### src/rtl/core/srdf_pkg.sv
// shared types and constants of the signed radix digit formatter
package srdf_pkg;

  // fixed field and register widths
  localparam int VALUE_W      = 32;
  localparam int CHAR_W       = 7;
  localparam int SYM_W        = 8;
  localparam int LEN_W        = 6;
  localparam int WORD_W       = 64;
  localparam int NUM_WORDS    = 4;
  localparam int SYMBOL_SLOTS = 32;
  localparam int SYM_IDX_W    = 5;
  localparam int SYMS_PER_WORD = WORD_W / SYM_W;

  // configuration register indexes
  localparam int REG_IDX_W = 3;
  localparam logic [REG_IDX_W-1:0] REG_LEN   = 3'd0;
  localparam logic [REG_IDX_W-1:0] REG_WORD0 = 3'd1;
  localparam logic [REG_IDX_W-1:0] REG_WORD1 = 3'd2;
  localparam logic [REG_IDX_W-1:0] REG_WORD2 = 3'd3;
  localparam logic [REG_IDX_W-1:0] REG_WORD3 = 3'd4;

  // character constants
  localparam logic [SYM_W-1:0] CH_PLUS  = 8'd43;
  localparam logic [SYM_W-1:0] CH_MINUS = 8'd45;
  localparam logic [SYM_W-1:0] CH_LOW   = 8'd33;
  localparam logic [SYM_W-1:0] CH_HIGH  = 8'd126;

  // divider: quotient bits resolved per cycle
  localparam int BITS_PER_CYCLE = 8;
  localparam int DIV_STEPS      = VALUE_W / BITS_PER_CYCLE;
  localparam int STEP_W         = $clog2(DIV_STEPS);

  // output beat selection
  localparam int EMIT_W = 3;
  localparam logic [EMIT_W-1:0] EMIT_NONE  = 3'd0;
  localparam logic [EMIT_W-1:0] EMIT_BAD   = 3'd1;
  localparam logic [EMIT_W-1:0] EMIT_SIGN  = 3'd2;
  localparam logic [EMIT_W-1:0] EMIT_ZERO  = 3'd3;
  localparam logic [EMIT_W-1:0] EMIT_DIGIT = 3'd4;

  // controller to datapath commands
  typedef struct packed {
    logic                 load;
    logic [SYM_IDX_W-1:0] chk_idx;
    logic                 div_step;
    logic                 div_first;
    logic                 div_last;
    logic                 load_ptr;
    logic                 dec_ptr;
    logic [EMIT_W-1:0]    emit;
  } cmd_t;

  // datapath to controller status
  typedef struct packed {
    logic len_bad;
    logic sym_bad;
    logic chk_last;
    logic neg;
    logic mag_zero;
    logic count_full;
    logic out_last;
  } stat_t;

endpackage

### src/rtl/core/srdf_datapath.sv
// datapath: alphabet registers, validation, radix divider, digit store, output mux
module srdf_datapath import srdf_pkg::*; #(
  parameter int MAX_RADIX   = 32,
  parameter int DIGIT_SLOTS = 32
) (
  input  logic                        clk,
  input  logic                        rst,
  input  logic                        wr_en,
  input  logic [REG_IDX_W-1:0]        wr_index,
  input  logic [WORD_W-1:0]           wr_data,
  input  logic signed [VALUE_W-1:0]   value,
  input  cmd_t                        cmd,
  output stat_t                       stat,
  output logic [CHAR_W-1:0]           character,
  output logic                        bad_alphabet,
  output logic                        last
);

  localparam int RADIX_LIMIT = (MAX_RADIX < SYMBOL_SLOTS) ? MAX_RADIX : SYMBOL_SLOTS;
  localparam int DIGIT_W     = $clog2(RADIX_LIMIT);
  localparam int IDX_W       = $clog2(DIGIT_SLOTS);
  localparam int CNT_W       = $clog2(DIGIT_SLOTS + 1);
  localparam logic [LEN_W-1:0] LEN_MAX  = LEN_W'(RADIX_LIMIT);
  localparam logic [CNT_W-1:0] CNT_FULL = CNT_W'(DIGIT_SLOTS);

  logic [LEN_W-1:0]   alpha_len;
  logic [WORD_W-1:0]  alpha_word [NUM_WORDS];
  logic [SYM_W-1:0]   sym [SYMBOL_SLOTS];

  logic               neg;
  logic [VALUE_W-1:0] mag;
  logic [LEN_W-1:0]   rem;
  logic [CNT_W-1:0]   count;
  logic [IDX_W-1:0]   ptr;
  logic [DIGIT_W-1:0] rd_data;
  logic [IDX_W-1:0]   rd_pos;
  logic [DIGIT_W-1:0] digit_store [DIGIT_SLOTS];

  logic [VALUE_W-1:0] raw;
  logic [VALUE_W-1:0] abs_val;
  logic [VALUE_W-1:0] q_next;
  logic [LEN_W-1:0]   r_next;
  logic [SYM_W-1:0]   sym_a;
  logic               range_bad;
  logic               dup;
  logic [SYM_IDX_W-1:0] dig_idx;

  // configuration registers and per-item state
  always_ff @(posedge clk) begin
    if (rst) begin
      alpha_len <= '0;
      for (int w = 0; w < NUM_WORDS; w++) begin
        alpha_word[w] <= '0;
      end
      neg   <= 1'b0;
      mag   <= '0;
      count <= '0;
    end else begin
      if (wr_en) begin
        case (wr_index)
          REG_LEN:   alpha_len     <= wr_data[LEN_W-1:0];
          REG_WORD0: alpha_word[0] <= wr_data;
          REG_WORD1: alpha_word[1] <= wr_data;
          REG_WORD2: alpha_word[2] <= wr_data;
          REG_WORD3: alpha_word[3] <= wr_data;
          default: ;
        endcase
      end
      if (cmd.load) begin
        neg   <= raw[VALUE_W-1];
        mag   <= abs_val;
        count <= '0;
      end else if (cmd.div_step) begin
        mag <= q_next;
      end
      if (cmd.div_last) begin
        count <= count + CNT_W'(1);
      end
    end
  end

  // unpack symbols from the alphabet words
  for (genvar i = 0; i < SYMBOL_SLOTS; i++) begin : g_sym
    assign sym[i] = alpha_word[i / SYMS_PER_WORD][(i % SYMS_PER_WORD) * SYM_W +: SYM_W];
  end

  // magnitude of the input, taken as unsigned so the most negative value works
  assign raw     = value;
  assign abs_val = raw[VALUE_W-1] ? (~raw + VALUE_W'(1)) : raw;

  // validation of one symbol per cycle against all later ones
  assign sym_a     = sym[cmd.chk_idx];
  assign range_bad = (sym_a == CH_PLUS) || (sym_a == CH_MINUS) ||
                     (sym_a < CH_LOW) || (sym_a > CH_HIGH);

  always_comb begin
    dup = 1'b0;
    for (int b = 0; b < SYMBOL_SLOTS; b++) begin
      if ((SYM_IDX_W'(b) > cmd.chk_idx) && (LEN_W'(b) < alpha_len) && (sym[b] == sym_a)) begin
        dup = 1'b1;
      end
    end
  end

  // long division by the radix, a byte of quotient bits per cycle
  always_comb begin
    logic [LEN_W:0]     trial;
    logic [LEN_W-1:0]   r;
    logic [VALUE_W-1:0] q;
    q     = mag;
    r     = cmd.div_first ? '0 : rem;
    trial = '0;
    for (int j = 0; j < BITS_PER_CYCLE; j++) begin
      trial = {r, q[VALUE_W-1]};
      q     = {q[VALUE_W-2:0], 1'b0};
      if (trial >= {1'b0, alpha_len}) begin
        trial = trial - {1'b0, alpha_len};
        q[0]  = 1'b1;
      end
      r = trial[LEN_W-1:0];
    end
    q_next = q;
    r_next = r;
  end

  // remainder, read pointer and digit store
  always_ff @(posedge clk) begin
    if (cmd.div_step) begin
      rem <= r_next;
    end
    if (cmd.div_last) begin
      digit_store[count[IDX_W-1:0]] <= r_next[DIGIT_W-1:0];
    end
    if (cmd.load_ptr) begin
      ptr <= IDX_W'(count - CNT_W'(1));
    end else if (cmd.dec_ptr && (ptr != '0)) begin
      ptr <= ptr - IDX_W'(1);
    end
    rd_data <= digit_store[ptr];
    rd_pos  <= ptr;
  end

  // status back to the controller
  assign stat.len_bad    = (alpha_len < LEN_W'(2)) || (alpha_len > LEN_MAX);
  assign stat.sym_bad    = range_bad || dup;
  assign stat.chk_last   = ({1'b0, cmd.chk_idx} == (alpha_len - LEN_W'(1)));
  assign stat.neg        = neg;
  assign stat.mag_zero   = (mag == '0);
  assign stat.count_full = (count == CNT_FULL);
  assign stat.out_last   = (rd_pos == '0);

  // result beat fields
  assign dig_idx = SYM_IDX_W'(rd_data);

  always_comb begin
    character    = '0;
    bad_alphabet = 1'b0;
    last         = 1'b0;
    case (cmd.emit)
      EMIT_BAD: begin
        bad_alphabet = 1'b1;
        last         = 1'b1;
      end
      EMIT_SIGN: begin
        character = CH_MINUS[CHAR_W-1:0];
      end
      EMIT_ZERO: begin
        character = sym[0][CHAR_W-1:0];
        last      = 1'b1;
      end
      EMIT_DIGIT: begin
        character = sym[dig_idx][CHAR_W-1:0];
        last      = (rd_pos == '0);
      end
      default: ;
    endcase
  end

endmodule

### src/rtl/core/srdf_ctrl.sv
// controller state machine: validate, divide, then stream characters
module srdf_ctrl import srdf_pkg::*; (
  input  logic  clk,
  input  logic  rst,
  input  logic  start,
  input  stat_t stat,
  output cmd_t  cmd,
  output logic  busy,
  output logic  strobe
);

  localparam logic [3:0] S_IDLE  = 4'd0;
  localparam logic [3:0] S_CHECK = 4'd1;
  localparam logic [3:0] S_BAD   = 4'd2;
  localparam logic [3:0] S_SIGN  = 4'd3;
  localparam logic [3:0] S_ZERO  = 4'd4;
  localparam logic [3:0] S_DIV   = 4'd5;
  localparam logic [3:0] S_NEXT  = 4'd6;
  localparam logic [3:0] S_PRIME = 4'd7;
  localparam logic [3:0] S_EMIT  = 4'd8;

  localparam logic [STEP_W-1:0] STEP_LAST = STEP_W'(DIV_STEPS - 1);

  logic [3:0]           state, state_next;
  logic [SYM_IDX_W-1:0] chk_idx, chk_idx_next;
  logic [STEP_W-1:0]    step, step_next;

  // state registers
  always_ff @(posedge clk) begin
    if (rst) begin
      state   <= S_IDLE;
      chk_idx <= '0;
      step    <= '0;
    end else begin
      state   <= state_next;
      chk_idx <= chk_idx_next;
      step    <= step_next;
    end
  end

  // next state and commands
  always_comb begin
    state_next   = state;
    chk_idx_next = chk_idx;
    step_next    = step;
    cmd          = '0;
    cmd.chk_idx  = chk_idx;
    case (state)
      S_IDLE: begin
        if (start) begin
          cmd.load     = 1'b1;
          chk_idx_next = '0;
          state_next   = S_CHECK;
        end
      end
      S_CHECK: begin
        if (stat.len_bad || stat.sym_bad) begin
          state_next = S_BAD;
        end else if (stat.chk_last) begin
          state_next = S_SIGN;
        end else begin
          chk_idx_next = chk_idx + SYM_IDX_W'(1);
        end
      end
      S_BAD: begin
        cmd.emit   = EMIT_BAD;
        state_next = S_IDLE;
      end
      S_SIGN: begin
        if (stat.neg) begin
          cmd.emit = EMIT_SIGN;
        end
        step_next  = '0;
        state_next = stat.mag_zero ? S_ZERO : S_DIV;
      end
      S_ZERO: begin
        cmd.emit   = EMIT_ZERO;
        state_next = S_IDLE;
      end
      S_DIV: begin
        cmd.div_step  = 1'b1;
        cmd.div_first = (step == '0);
        cmd.div_last  = (step == STEP_LAST);
        step_next     = step + STEP_W'(1);
        if (step == STEP_LAST) begin
          state_next = S_NEXT;
        end
      end
      S_NEXT: begin
        step_next = '0;
        if (stat.mag_zero || stat.count_full) begin
          cmd.load_ptr = 1'b1;
          state_next   = S_PRIME;
        end else begin
          state_next = S_DIV;
        end
      end
      S_PRIME: begin
        cmd.dec_ptr = 1'b1;
        state_next  = S_EMIT;
      end
      S_EMIT: begin
        cmd.emit    = EMIT_DIGIT;
        cmd.dec_ptr = 1'b1;
        if (stat.out_last) begin
          state_next = S_IDLE;
        end
      end
      default: begin
        state_next = S_IDLE;
      end
    endcase
  end

  assign busy   = (state != S_IDLE);
  assign strobe = (cmd.emit != EMIT_NONE);

endmodule

### src/rtl/core/signed_radix_digit_formatter.sv
// top level: formats a signed 32-bit value as text in a configured radix
//
// Pulse start while busy is low to hand over value; busy stays high until the
// last character has gone out. Characters come one per strobe beat, sign first,
// and each strobe lasts one cycle: the receiver must take every beat, there is no
// stall. Validation checks the alphabet symbol by symbol. Per digit, the divider
// then steps through the magnitude eight quotient bits at a time, storing the
// remainder as the digit, and a bookkeeping state decides whether another digit
// follows. After a priming state the characters come from the digit store's
// registered read port. A bad alphabet ends after validation with a single
// flagged beat. Write the alphabet registers only while busy is low.
module signed_radix_digit_formatter import srdf_pkg::*; #(
  parameter int MAX_RADIX   = 32,
  parameter int DIGIT_SLOTS = 32
) (
  input  logic                      clk,
  input  logic                      rst,
  input  logic                      start,
  output logic                      busy,
  input  logic signed [VALUE_W-1:0] value,
  output logic                      strobe,
  output logic [CHAR_W-1:0]         character,
  output logic                      bad_alphabet,
  output logic                      last,
  input  logic                      wr_en,
  input  logic [REG_IDX_W-1:0]      wr_index,
  input  logic [WORD_W-1:0]         wr_data
);

  cmd_t  cmd;
  stat_t stat;

  // sequencer
  srdf_ctrl u_ctrl (
    .clk    (clk),
    .rst    (rst),
    .start  (start),
    .stat   (stat),
    .cmd    (cmd),
    .busy   (busy),
    .strobe (strobe)
  );

  // datapath
  srdf_datapath #(
    .MAX_RADIX   (MAX_RADIX),
    .DIGIT_SLOTS (DIGIT_SLOTS)
  ) u_datapath (
    .clk          (clk),
    .rst          (rst),
    .wr_en        (wr_en),
    .wr_index     (wr_index),
    .wr_data      (wr_data),
    .value        (value),
    .cmd          (cmd),
    .stat         (stat),
    .character    (character),
    .bad_alphabet (bad_alphabet),
    .last         (last)
  );

endmodule

### config.mk
export PLATFORM = sky130hd
export DESIGN_NAME = signed_radix_digit_formatter
export DESIGN_NICKNAME = d
export VERILOG_FILES = /design/src/rtl/core/srdf_pkg.sv /design/src/rtl/core/srdf_datapath.sv /design/src/rtl/core/srdf_ctrl.sv /design/src/rtl/core/signed_radix_digit_formatter.sv
export SDC_FILE = /design/constraint.sdc
export NUM_CORES = 1
export LEC_CHECK = 0
export BUFFER_PORTS_ARGS = -buffer_cell sky130_fd_sc_hd__buf_2
export CAP_MARGIN = 20
export CELL_PAD_IN_SITES_DETAIL_PLACEMENT = 1
export CELL_PAD_IN_SITES_GLOBAL_PLACEMENT = 2
export CORE_MARGIN = 1
export CORE_UTILIZATION = 48
export CTS_BUF_LIST = sky130_fd_sc_hd__clkbuf_8
export CTS_CLUSTER_SIZE = 12
export DETAILED_ROUTE_END_ITERATION = 7
export PLACE_DENSITY = 0.9
export RECOVER_POWER = 25
export SKIP_CTS_REPAIR_TIMING = 1
export SLEW_MARGIN = 20
export SYNTH_ARGS = -nofsm -noshare
export SYNTH_HDL_FRONTEND = slang
export SYNTH_SLANG_ARGS = --single-unit
### constraint.sdc
create_clock -name clk -period 32.4 [get_ports clk]
set_input_delay 1.62 -clock clk [delete_from_list [all_inputs] [get_ports clk]]
set_output_delay 1.62 -clock clk [all_outputs]
set_load 0.03 [all_outputs]
==> results.toml, run 1 <==
[run_status]
status = "finished with violations"
violations = "capacitance limit, slew limit"

[global_route]
grt_max_degree = 65
overflow = 0
antenna_found_initial = 6
track_usage = 0.3444
grt_pass1_vias = 23538
grt_pass1_wl_um = 159700

[floorplanning]
die_y_um = 253.1
coreArea_um2 = 62050
dieArea_um2 = 64080
io_pins = 114
dieWidth_um = 253.1
rows = 91
initial_core_util = 0.4879

[routing]
wirelength_um = 109500
viasPerCell = 6.434
drt-initial-drc-count = 2660
routedWlPerCell_um = 30.56
firstDrtPassIters = 5
drc = 0
vias = 23059
ant_nets = 0

[timing]
final_hold_viol_count = 0
post-route-period-util = 0.7193
fin_setup_tns_ns = 0
skew_ns = 0.02611
fin_hold_ws_ns = 0.4223
post-route-min-period_ns = 23.31
fmax_mhz = 42.91
setup_violations = 0
maxSlewViolCount = 364
tightest_slew_ns = 3.571
rsz0062_at_grt = "no"
relSlewSlack = -1.381

[setup_path]
crit_type = "reg2reg"
reg2reg_from = "u_ctrl.state[3]"
arrival_ns = 23.72
crit_path_top_delay_cell = "inv_1"
r2r-end = "u_datapath.digit_store[13][1]"
cp-start-kind = "register"
reg2reg_depth = 83
crit_fanout = 44
cp.required_ns = 32.81
end_kind = "register"
r2r_setup_slack_ns = 9.09
critPathMaxStageDelay_ns = 1.38

[clock_network]
cts_htree_levels = 3
cts.sinks = 493
clkTransAtPathRegs_ns = 0.07
cts_tree = "built"
clk_path_buf_depth = 3
insertion_delay_ns = 0.72
clock-root-buffer = "clkbuf_8"
cts_buffers = 87

[logic_synthesis]
syn_inst = 2598
synth_edf_count = 427
async_flop_share = 0
synth_most_common_cell = "edfxtp_1"
synth_cell_type_count = 91
synth_top_flop_cell = "edfxtp_1"
synth.top_cells.by_count = "edfxtp_1 (427), and2_1 (266), xor2_1 (193)"
ys_warn_count = 0
yosys.area.top_type = "edfxtp_1"
syn-num-nets = 2768
yosys_register_bits = 493
postSynthAreaPerCell_um2 = 11.65
ys_seq_area_frac = 0.4672
synthTopCellsByArea = "edfxtp_1 (42%), mux4_2 (8.9%), xor2_1 (5.6%)"
syn_area_um2 = 30270
synth_top_area_share = 0.4235

[worst_hold_path]
min_path_cells = 0
hp-start = "u_datapath.ptr[0]"
holdPathEnd = "u_datapath.rd_pos[0]"
hold_class = "reg2reg"

[run]
max_cap_violations = 6

[placement]
io_buffers = 113
dp_hpwl_um = 79750
place_congestion = 0.9943

[finish]
final_layout_size_suffix_gt1_frac = 0.1684
area_delta_synth_final_pct = 9.840
fillers = 6420
final_util = 0.5359
nNetsFinal = 2845
==> worst max path at each step <==
stage               slack, ns  depth (start not counted)                            end       startpoint
floorplan               13.21                         90   u_datapath.digit_store[0][2]  u_ctrl.state[3]
global placement        10.42                         85  u_datapath.digit_store[12][1]  u_ctrl.state[3]
detailed placement       9.28                         83   u_datapath.digit_store[3][1]  u_ctrl.state[3]
CTS                      9.21                         83  u_datapath.digit_store[13][1]  u_ctrl.state[3]
global route             7.15                         83  u_datapath.digit_store[13][1]  u_ctrl.state[3]
finish                   9.09                         83  u_datapath.digit_store[13][1]  u_ctrl.state[3]
==> cells in the final DEF, fill, tap and decap left out, types with 9 or more instances in the layout <==
cell type,n
o21a_1,9
and3_1,16
and2_1,143
nor3_1,57
o22ai_1,71
or2_2,10
buf_4,37
nand2_1,99
xnor2_1,128
nand4_1,42
clkinv_2,10
a21o_1,13
dfxtp_1,63
buf_2,113
nor2_1,121
ha_1,60
xor2_1,193
clkinv_1,15
o31ai_1,10
and2_0,123
nand3_1,34
nand2b_1,22
or4_1,9
o21ai_0,87
a22oi_1,29
a21oi_1,95
inv_1,86
edfxtp_1,427
mux2_2,26
clkbuf_8,91
nor4_1,47
or3_1,20
mux2i_1,140
nor2b_1,19
mux4_2,120
==> logic make-up (layout without fill, tap and decap cells) <==
logic type | count (synthesis) | after routing | share of synthesized area
and+or+nand+nor | 796 | 796 | 0.1460
DFF | 493 | 493 | 0.4672
AOI/OAI and AO/OA | 402 | 402 | 0.08646
xor gates and xnor gates | 321 | 321 | 0.09287
muxes | 292 | 292 | 0.1475
buffers and inverters | 227 | 372 | 0.03058
adders and majority gates | 67 | 67 | 0.02943
other | 0 | 4 | 0
==> layer usage <==
layer,share of wire,up-vias,global-route usage
met2,0.48,1171,0.5571
met1,0.39,11749,0.4488
met3,0.081,280,0.05921
met5,0.00012,-,0
met4,0.053,2,0.1671
li1,-,9857,-
==> flip-flops by register name (all words and copies together) (netlist names), 6 cells and up <==
register                cells
u_datapath.rem              6
u_datapath.alpha_len        6
u_datapath.count            6
u_datapath.mag             32
u_datapath.alpha_word     256
u_datapath.digit_store    160
==> worst max-delay path: cells and delay by family (launching register included) <==
kind            cells  cell delay [ns]
compound gates     41            10.94
simple gates       19             4.06
mux                 7             3.09
fa+ha+maj           8             2.44
buf+inv             8             1.92
flops               1             0.53
==> layout make-up <==
class	count	area (um2)	area share
clock buffers	91	1252	0.03766
clock inverters	66	419.2	0.01260
inverters	58	217.7	0.006547
flip-flops and latches	493	14150	0.4256
diodes	4	10.01	0.0003010
multi-input cells	1878	15280	0.4594
repair buffers	157	877.1	0.02638
well taps	837	1047	0.03149
==> stage by stage <==
stage | cells | setup slack (ns) | instance area, um2
after floorplan | 2598 | 13.21 | 30270
after global placement | 3422 | 10.42 | 31590
after detailed placement | 3422 | 9.280 | 31590
after CTS | 3579 | 9.212 | 33270
after global routing | 3583 | 7.148 | 33250
final | 3584 | 9.093 | 33250
Power of run 1 is left out: the tool's default activity adds up to more than one toggle a clock period on the data nets, which glitch-free logic cannot reach.
==> run 2, diff against run 1 <==
Settings changed: CORE_UTILIZATION 48 to 40, PLACE_DENSITY 0.9 to 0.8.
Clock period 32.4 ns to 20.7 ns, I/O delays scaled along.
==> run 2 against run 1 <==
  * The run still ends with capacitance limit, slew limit left
  * Critical path depth grew 3
  * First-iteration DRC count shrank 27%
  * Final cell count increased by 4.2%
  * Sequential cell count did not move
  * Fmax increased by 18%
  * Sequential share of layout area is 0.76 points lower
  * Core utilization decreased by 8.3 points
  * Setup slack got worse by 8.1 ns
  * Cell area is 1.8% higher
  * Register-to-register slack worse by 8.1 ns
  * Via count shrank 1.7%
  * Critical endpoint is now u_datapath.digit_store[1][4]
  * Largest cell class unchanged
==> results.toml, run 2 (synthesis gave the netlist of run 1 again) <==
[floorplanning]
rows = 100
io_pins = 114
coreArea_um2 = 74700
die_y_um = 277.1
initial_core_util = 0.4053
dieArea_um2 = 76790
dieWidth_um = 277.1

[routing]
firstDrtPassIters = 5
viasPerCell = 6.069
wirelength_um = 113900
vias = 22669
routedWlPerCell_um = 30.50
drc = 0
ant_nets = 0
drt-initial-drc-count = 1949

[timing]
maxSlewViolCount = 466
tightest_slew_ns = 3.815
setup_slack_ns = 1.031
fmax_mhz = 50.84
post-route-period-util = 0.9502
post-route-min-period_ns = 19.67
skew_ns = 0.04274
final_hold_viol_count = 0
setup_violations = 0
relSlewSlack = -1.570

[setup_path]
critPathMaxStageDelay_ns = 0.71
end_kind = "register"
cp.required_ns = 21.17
cp-start-kind = "register"
crit_path_top_delay_cell = "a21oi_1"
crit_type = "reg2reg"
arrival_ns = 20.14
crit_fanout = 16

[clock_network]
insertion_delay_ns = 0.71
clkTransAtPathRegs_ns = 0.06
cts.sinks = 493
cts_tree = "built"
clk_path_buf_depth = 3
cts_htree_levels = 3
clock-root-buffer = "clkbuf_8"
cts_buffers = 86

[finish]
area_delta_synth_final_pct = 11.86
layout_common_cells = "edfxtp_1 (427), xor2_1 (193), and2_1 (178), mux2i_1 (136), xnor2_1 (128)"
final_layout_size_suffix_gt1_frac = 0.1810
final_common_cell = "edfxtp_1"
nNetsFinal = 2862
multiInputGateArea_um2 = 15530
fillers = 7906
largest-register = "u_datapath.alpha_word"
ff_latch_area_um2 = 14150
largest_reg_flops = 256

[global_route]
grt_max_degree = 138
overflow = 0
antenna_found_initial = 8
grt_pass1_vias = 23509
grt_pass1_wl_um = 161700
track_usage = 0.2880

[placement]
place_congestion = 0.9341
dp_slack_ns = -0.4519
dp_hpwl_um = 81220
io_buffers = 113

[run_status]
status = "finished with violations"
violations = "capacitance limit, slew limit"

[worst_hold_path]
hold_class = "reg2reg"

[run]
max_cap_violations = 10
-- run 2: changes by cell type in the layout (fill, tap and decap cells not counted), moves of 3 or more --
cell | before | now
a221o_4 | 0 | 5
mux2i_4 | 0 | 5
inv_1 | 86 | 76
and2_0 | 123 | 88
clkbuf_1 | 6 | 11
and2_1 | 143 | 178
clkinv_1 | 15 | 18
mux2i_1 | 140 | 136
bufinv_16 | 3 | 6
clkinv_2 | 10 | 17
buf_4 | 37 | 45
-- run 2: path summary, 6_finish.rpt --
kind / start / end / slack, ns / depth (start not counted)
worst min-delay path: u_ctrl.step[1] / u_ctrl.step[1] / 0.50 / 2
worst max register to register: u_ctrl.state[1] / u_datapath.digit_store[1][4] / 1.03 / 86
worst max-delay path: u_ctrl.state[1] / u_datapath.digit_store[1][4] / 1.03 / 86
worst min register to register: u_ctrl.step[1] / u_ctrl.step[1] / 0.50 / 2
-- run 2: stage by stage --
stage	utilization	setup TNS (ns)	hold WS (ns)	area, um2	std cells
CTS	0.4494	-34.66	0.5058	33570	3718
finish	0.4534	0	0.5046	33870	3735
detailed placement	0.4260	-29.16	0.4989	31820	3560
floorplan	-	0	0.3462	30270	2598
global route	0.4533	-5.618	0.5127	33860	3733
global placement	0.4260	0	0.4589	31820	3560
-- run 2: layout make-up --
cell class,count,share of cell area
diodes,4,0.0002956
clock buffers,90,0.03658
clock inverters,68,0.01500
inverters,58,0.006429
multi-input cells,1882,0.4585
flip-flops and latches,493,0.4180
well taps,969,0.03580
repair buffers,171,0.02937
-- run 2: per-layer routing --
metal  vias up  track usage  part of all wire
met3       285      0.03763             0.051
met5         -            0           0.00014
met1     11570       0.3558              0.40
met4         2       0.1637             0.064
li1       9922            -                 -
met2       890       0.4856              0.49
-- run 2: critical path, delay by kind of cell, from the launching register on --
kind / cells / cell delay (ns)
compound gates: 39 / 9.10
fa+ha+maj: 8 / 2.44
buf+inv: 10 / 1.21
flops: 1 / 0.45
mux: 6 / 1.98
simple gates: 23 / 4.24
Power of run 2 is left out for the same reason.
==> run 3, diff against run 2 <==
Settings changed: PLACE_DENSITY 0.8 to default, PLACE_DENSITY_LB_ADDON from default to 0.1.
==> run 3 against run 2 <==
  * Routed wire length is 5.9% higher
  * Register-to-register slack better by 0.26 ns
  * Setup slack improved by 0.26 ns
  * Sequential share of layout area down 0.098 points
  * Largest cell class unchanged
  * Cell area up 0.24%
  * The flow still finishes with violations (capacitance limit, slew limit)
==> results.toml, run 3 (synthesis gave the netlist of run 1 again) <==
[routing]
viasPerCell = 6.218
ant_nets = 0
wirelength_um = 120600
route.met3.wl_um = 9986
topRoutingLayerUsed = "met5"
wl_met1_um = 54160
wl_met2_um = 53000
routedWlPerCell_um = 32.24
drc = 0
drt-initial-drc-count = 2491
vias = 23267
firstDrtPassIters = 5

[clock_network]
insertion_delay_ns = 0.74
clock-root-buffer = "clkbuf_8"
clk_path_buf_depth = 3
cts_buffers = 88
cts_tree = "built"
clkTransAtPathRegs_ns = 0.07
cts.sinks = 493
cts_htree_levels = 3

[finish]
layout_common_cells = "edfxtp_1 (427), xor2_1 (193), and2_1 (142), mux2i_1 (136), xnor2_1 (128)"
largest-register = "u_datapath.alpha_word"
final_util = 0.4545
final_layout_size_suffix_gt1_frac = 0.1809
multiInputGateArea_um2 = 15520
largest_reg_flops = 256
ff_latch_area_um2 = 14160
nNetsFinal = 2874
final_common_cell = "edfxtp_1"
fillers = 7863
area_delta_synth_final_pct = 12.13

[timing]
relSlewSlack = -1.479
final_hold_viol_count = 0
fin_setup_tns_ns = 0
post-route-period-util = 0.9374
maxSlewViolCount = 342
tightest_slew_ns = 3.719
post-route-min-period_ns = 19.41
fmax_mhz = 51.53
setup_violations = 0
skew_ns = 0.03829

[run_status]
violations = "capacitance limit, slew limit"
status = "finished with violations"

[placement]
io_buffers = 113
place_congestion = 0.9306
dp_hpwl_um = 87190

[setup_path]
crit_type = "reg2reg"
crit_fanout = 26
critPathMaxStageDelay_ns = 0.71
startpoint = "u_ctrl.state[0]"
cp.required_ns = 21.16
cp-start-kind = "register"
end_kind = "register"
reg2reg_from = "u_ctrl.state[0]"
crit_path_top_delay_cell = "a21oi_1"
arrival_ns = 19.87

[global_route]
antenna_found_initial = 15
grt_max_degree = 65
overflow = 0
grt_pass1_vias = 23043
track_usage = 0.3046
grt_pass1_wl_um = 168700

[floorplanning]
coreArea_um2 = 74700
dieArea_um2 = 76790
die_y_um = 277.1
io_pins = 114
dieWidth_um = 277.1
initial_core_util = 0.4053
rows = 100

[run]
max_cap_violations = 6

[worst_hold_path]
hp-start = "u_ctrl.step[1]"
hold_class = "reg2reg"
## run 3: critical path, delay by kind of cell, from the launching register on
family | cells | cell delay (ns)
flops | 1 | 0.48
compound gates | 39 | 9.12
fa+ha+maj | 8 | 2.38
mux | 6 | 1.88
simple gates | 21 | 3.95
buf+inv | 11 | 1.27
## run 3: final timing paths
path                                        end  slack [ns]  depth (start not counted)
setup / recovery  u_datapath.digit_store[20][2]        1.29                         85
hold / removal                   u_ctrl.step[1]        0.49                          2
setup reg to reg  u_datapath.digit_store[20][2]        1.29                         85
hold reg to reg                  u_ctrl.step[1]        0.49                          2
## run 3: per-stage QoR
step	area, um2	worst slack [ns]	instances	hold slack [ns]
2_1_floorplan	30270	1.511	2598	0.3462
3_3_place_gp	31860	0.4411	3565	0.4610
3_5_place_dp	31880	-0.4383	3566	0.4876
4_1_cts	33580	-0.4525	3721	0.4970
5_1_grt	33950	-0.001940	3741	0.5411
6_report	33950	1.295	3742	0.4944
## run 3: metal layers
metal	track usage	vias up
met2	0.4607	1053
met4	0.08561	6
met1	0.4446	12060
met5	0	-
met3	0.05669	211
li1	-	9937
## run 3: area by class of cell
class,count,area share
sequential,493,0.4170
clock inverter,65,0.01360
multi-input combinational,1883,0.4573
clock buffer,90,0.03649
timing repair buffer,180,0.03321
inverter,58,0.006413
tap,969,0.03571
antenna,4,0.0002949
Power of run 3 is left out for the same reason.
